==> src/hdl/rads_pkg.sv <==
package rads_pkg;

    localparam int ENTRIES = 1024;
    localparam int IDX_W   = 10;
    localparam int LOG     = $clog2(ENTRIES);
    localparam int NODE_W  = LOG + 1;
    localparam int DEPTH   = 2 ** NODE_W;
    localparam int LVL_W   = $clog2(LOG + 1);
    localparam int VAL_W   = 64;
    localparam int OP_W    = 32;
    localparam int DIV_W   = OP_W - 1;
    localparam int CNT_W   = $clog2(VAL_W);

    typedef enum logic [1:0] {
        ACT_ADD,
        ACT_DIV,
        ACT_MIN,
        ACT_SUM
    } t_action;

    typedef enum logic [3:0] {
        ST_CLEAR,
        ST_IDLE,
        ST_RD,
        ST_GOT,
        ST_PL,
        ST_PR,
        ST_EVAL,
        ST_DMIN,
        ST_DMAX,
        ST_UP,
        ST_PU1,
        ST_PU2,
        ST_EMIT
    } t_state;

    typedef struct packed {
        logic [VAL_W-1:0] sum;
        logic [VAL_W-1:0] min;
        logic [VAL_W-1:0] max;
        logic [VAL_W-1:0] pend;
    } t_node;

    function automatic t_node node_apply(t_node n, logic [VAL_W-1:0] x,
                                         logic [LVL_W-1:0] s);
        t_node o;
        o.pend = n.pend + x;
        o.min  = n.min + x;
        o.max  = n.max + x;
        o.sum  = n.sum + (x << s);
        return o;
    endfunction

    function automatic logic [VAL_W-1:0] smin(logic [VAL_W-1:0] a, logic [VAL_W-1:0] b);
        return ($signed(b) < $signed(a)) ? b : a;
    endfunction

    function automatic logic [VAL_W-1:0] smax(logic [VAL_W-1:0] a, logic [VAL_W-1:0] b);
        return ($signed(a) < $signed(b)) ? b : a;
    endfunction

    function automatic logic is_zm(logic [VAL_W-1:0] v);
        return (v == '0) || (v == '1);
    endfunction

endpackage

==> src/hdl/rads_div.sv <==
module rads_div (
    input  logic                       i_clk,
    input  logic                       i_rst_n,
    input  logic                       i_start,
    input  logic [rads_pkg::VAL_W-1:0] i_value,
    input  logic [rads_pkg::DIV_W-1:0] i_divisor,
    output logic                       o_done,
    output logic [rads_pkg::VAL_W-1:0] o_quot
);
    import rads_pkg::*;

    logic             r_busy;
    logic             r_done;
    logic [CNT_W-1:0] r_cnt;
    logic [VAL_W-1:0] r_mag;
    logic [VAL_W-1:0] r_quot;
    logic [DIV_W-1:0] r_rem;
    logic [DIV_W-1:0] r_div;
    logic             r_neg;
    logic [DIV_W:0]   rem_sh;
    logic             ge;
    logic [DIV_W:0]   rem_nx;

    assign rem_sh = {r_rem, r_mag[VAL_W-1]};
    assign ge     = rem_sh >= {1'b0, r_div};
    assign rem_nx = ge ? rem_sh - {1'b0, r_div} : rem_sh;

    always_ff @(posedge i_clk) begin
        if (!i_rst_n) begin
            r_busy <= 1'b0;
            r_done <= 1'b0;
        end else begin
            r_done <= 1'b0;
            if (i_start) begin
                r_busy <= 1'b1;
            end else if (r_busy && r_cnt == '0) begin
                r_busy <= 1'b0;
                r_done <= 1'b1;
            end
        end
    end

    always_ff @(posedge i_clk) begin
        if (i_start) begin
            r_cnt  <= '1;
            r_mag  <= i_value[VAL_W-1] ? VAL_W'(0) - i_value : i_value;
            r_quot <= '0;
            r_rem  <= '0;
            r_div  <= i_divisor;
            r_neg  <= i_value[VAL_W-1];
        end else if (r_busy) begin
            r_cnt  <= r_cnt - CNT_W'(1);
            r_mag  <= {r_mag[VAL_W-2:0], 1'b0};
            r_quot <= {r_quot[VAL_W-2:0], ge};
            r_rem  <= rem_nx[DIV_W-1:0];
        end
    end

    assign o_done = r_done;
    assign o_quot = r_neg ? VAL_W'(0) - (r_quot + VAL_W'(r_rem != '0)) : r_quot;

endmodule

==> config.mk <==
export PLATFORM = sky130hd
export DESIGN_NAME = rads_div
export DESIGN_NICKNAME = d
export VERILOG_FILES = /design/src/hdl/rads_pkg.sv /design/src/hdl/rads_div.sv
export SDC_FILE = /design/constraint.sdc
export NUM_CORES = 1
export LEC_CHECK = 0
export ABC_AREA = 1
export BUFFER_PORTS_ARGS = -buffer_cell sky130_fd_sc_hd__buf_2
export CORE_ASPECT_RATIO = 2
export CORE_UTILIZATION = 55
export CTS_CLUSTER_DIAMETER = 80
export CTS_CLUSTER_SIZE = 10
export DETAILED_ROUTE_END_ITERATION = 8
export MAX_ROUTING_LAYER = met4
export PLACE_DENSITY = 0.87
export SETUP_SLACK_MARGIN = 0.2
export SYNTH_ARGS = -nofsm -noshare
export SYNTH_HDL_FRONTEND = slang
export SYNTH_SLANG_ARGS = --single-unit
==> constraint.sdc <==
create_clock -name i_clk -period 3.67 [get_ports i_clk]
set_input_delay 0.1835 -clock i_clk [delete_from_list [all_inputs] [get_ports i_clk]]
set_output_delay 0.1835 -clock i_clk [all_outputs]
set_load 0.05 [all_outputs]
==> impl_metrics.json <==
{
  "seq_area_um2": 4950,
  "cpMaxStageDelayCell": "dfxtp_2",
  "cp_slowest_stage_delay_ns": 0.35,
  "drt_first_pass_iters": 6,
  "ant_nets": 0,
  "area_growth_pct": 19.2,
  "grt_max_degree": 68,
  "cts.clk_slew.worst_paths_ns": 0.10,
  "yosys.area.top_type": "nand2_1",
  "rows": 94,
  "worst_hold_slack_ns": 0.104,
  "htree_levels": 4,
  "worstPathRequired_ns": 3.49,
  "preCtsSetupSlack_ns": 0.114,
  "r2r_end": "r_rem[7]",
  "reg2reg_depth": 17,
  "tightest_slew_ns": 0.846,
  "synth_edf_count": 96,
  "max_cap_violations": 0,
  "hold_path_class": "primary input to flip-flop",
  "hpwl_mm": 51.2,
  "antenna_found_initial": 6,
  "setup_violations": 2,
  "synth_top_area_share_pct": 24.3,
  "io_pins": 163,
  "port_buffers": 162,
  "num_vias": 20900,
  "fp.dieW_um": 131,
  "post_dp_cell_area_um2": 19600,
  "yosysMostFrequentCell": "nand2_1",
  "vias_per_cell": 5.56,
  "drc": 0,
  "violations": "setup timing",
  "wl_mm": 69.9,
  "synthFlopType": "dfxtp_1",
  "outcome": "finished with violations",
  "timing.reg2reg.setup_slack_ns": 0.45,
  "seq_area_frac_synth_pct": 27.1,
  "synth_cell_types": 42,
  "grt_pass1_vias": 20600,
  "synthTopCellsByArea": "nand2_1 24%, edfxtp_1 16%, inv_1 12%",
  "cts_root_buf": "clkbuf_16",
  "cts_buffer_depth": 2,
  "syn_avg_cell_area_um2": 5.87,
  "crit_path_end_kind": "output pin",
  "rsz0062_at_grt": "true",
  "clk_latency_ns": 0.48,
  "cts_tree": "built",
  "p_leak_nw": 11.6,
  "relSlewSlack_pct": 43.5,
  "r2r-start": "r_mag[63]",
  "stdcell_area_um2": 21700,
  "slew_violations": 0,
  "yosysWarnings": 0,
  "fmax_mhz": 271,
  "cp.arrival_ns": 3.51,
  "layout_setup_ws_ns": -0.0226,
  "endpoint": "o_quot[43]",
  "grt_overflow_total": 0,
  "start_util_pct": 55.6,
  "synth_common_cells": "1183 x nand2_1, 585 x inv_1, 275 x nor2_1",
  "layout.nets": 3507,
  "hold_viol": 0,
  "peakVddDrop_v": 0.000338,
  "grt_first_pass_wirelength_mm": 105,
  "design.die.area_um2": 34000,
  "synth.ff_latch_count": 199,
  "fillerInstances": 3075,
  "worst-setup-path-type": "flip-flop to output pin",
  "crit_start": "r_rem[16]",
  "layout-drive-gt1-share_pct": 12.3,
  "grt_use_total_pct": 43.0,
  "startpoint_type": "flip-flop",
  "p_total_w": 0.00582,
  "skew_ns": 0.0190,
  "syn_inst": 3108,
  "cts_sinks": 199,
  "multi_input_area_um2": 11500,
  "drt_iter0_markers": 1648,
  "worstPathCellList": "nor4_4, buf_6, nand4_1, nor3_2, buf_4, ha_4, ha_4, inv_4, ha_4, inv_4, nand4_1, nand3b_1, nand2_1, nand2_2, nand2_2, nand3_2, nand3_2, nand2_2, buf_6",
  "path_max_fanout": 3,
  "syn_area_um2": 18300,
  "gp_congestion": 1.05,
  "mappedNetlistNets": 3307,
  "routedWlPerCell_um": 18.6,
  "numCtsBuffers": 17,
  "p_per_area_nw_per_um2": 267,
  "core_um2": 32800,
  "die_h_um": 260,
  "synthArstFlopShare_pct": 0,
  "period_minus_slack_ns": 3.69,
  "fin_crit_sh_pct": 101
}
logic make-up after synthesis:
| group | after synthesis | share of synthesized area, % |
|---|---|---|
| XOR/XNOR | 64 | 3.07 |
| AO/OA/AOI/OAI | 288 | 8.82 |
| flip-flops | 199 | 27.1 |
| adder cells (fa/ha/maj) | 101 | 6.97 |
| buffers and inverters | 656 | 13.7 |
| AND/OR/NAND/NOR | 1800 | 40.3 |
placed cells by master, fill, tap and decap left out, types with 9 or more instances in the layout:
master         netlist  final
buf_6                3     47
o21ai_0            101     79
nand3_2              3     29
nand2_2              6     47
buf_4                3     49
dfxtp_1            103    101
o22ai_1             65     65
inv_2                7      9
nor3_1              31     29
xnor2_1             28     19
clkbuf_16            0     17
a31oi_1             20     20
a21oi_1             71     71
o21bai_1             9      9
dlygate4sd3_1        0     33
o21ai_1             11     22
inv_1              585    580
nand4_1             40     40
nand2_1           1183   1126
nand2_4              2     18
nand3b_1            16     16
buf_2                6    104
edfxtp_1            96     96
o21ai_2              0     11
nor2_2               9     11
ha_1               100     94
nand3_1            215    184
nor2_1             275    273
xor2_1              36     36
state kept, by name, summed over array words and instances (netlist names):
name / count
r_busy: 1
r_cnt: 6
o_done: 1
r_div: 31
r_rem: 31
r_quot: 64
r_mag: 64
r_neg: 1
report_power, final:
| part | total (W) | switching, W | leakage [nW] | internal (W) |
|---|---|---|---|---|
| Combinational | 0.00127 | 0.000847 | 9.53 | 0.000423 |
| Clock | 0.00205 | 0.00110 | 0.299 | 0.000941 |
| Sequential | 0.00250 | 0.0000380 | 1.79 | 0.00246 |
critical path, delay by kind of cell (launching register included):
kind	cells	cell delay [ns]
adder cells (fa/ha/maj)	3	0.45
buffers and inverters	5	0.60
flip-flops	1	0.35
AND/OR/NAND/NOR	11	1.61
timing repair:
action	in CTS	in global routing
endpoints found under the setup margin	54	59
setup buffers	11	8
gates resized for setup	181	127
pin swaps	39	48
hold endpoints to repair	34	0
cloned	0	0
hold buffers	33	0
through the flow:
step	instances	util, %	setup TNS, ns
2_1_floorplan	3108	-	0
3_3_place_gp	3669	59.6	0
3_5_place_dp	3669	59.6	0
4_1_cts	3745	64.5	0
5_1_grt	3759	66.3	-1.62
6_report	3759	66.3	-0.0416
metal layers:
| metal | GRT usage (%) | vias up | wire length (um) |
|---|---|---|---|
| li1 | - | 10100 | - |
| met1 | 38.6 | 9462 | 23300 |
| met2 | 70.9 | 936 | 34400 |
| met3 | 13.1 | 419 | 5170 |
| met4 | 39.8 | 0 | 7020 |
| met5 | - | - | 0 |
final cells by class:
class,instances,share of cell area [%]
repair buffers,244,8.74
inverters,593,10.3
diodes,6,0.0690
clock buffers,17,1.96
clock inverters,15,0.880
well taps,432,2.49
flip-flops and latches,199,22.7
multi-input cells,2253,52.8
how the worst min path moves through the flow:
stage	from	to	slack, ns	cells after the start
after floorplan	i_divisor[0]	r_div[0]	0.28	0
after global placement	i_divisor[14]	r_div[14]	0.36	1
after detailed placement	i_divisor[6]	r_div[6]	0.36	1
after CTS	i_value[57]	r_mag[57]	0.09	3
after global routing	i_value[57]	r_mag[57]	0.1	3
final	i_value[57]	r_mag[57]	0.10	3
Power figures use the tool's default switching activity.
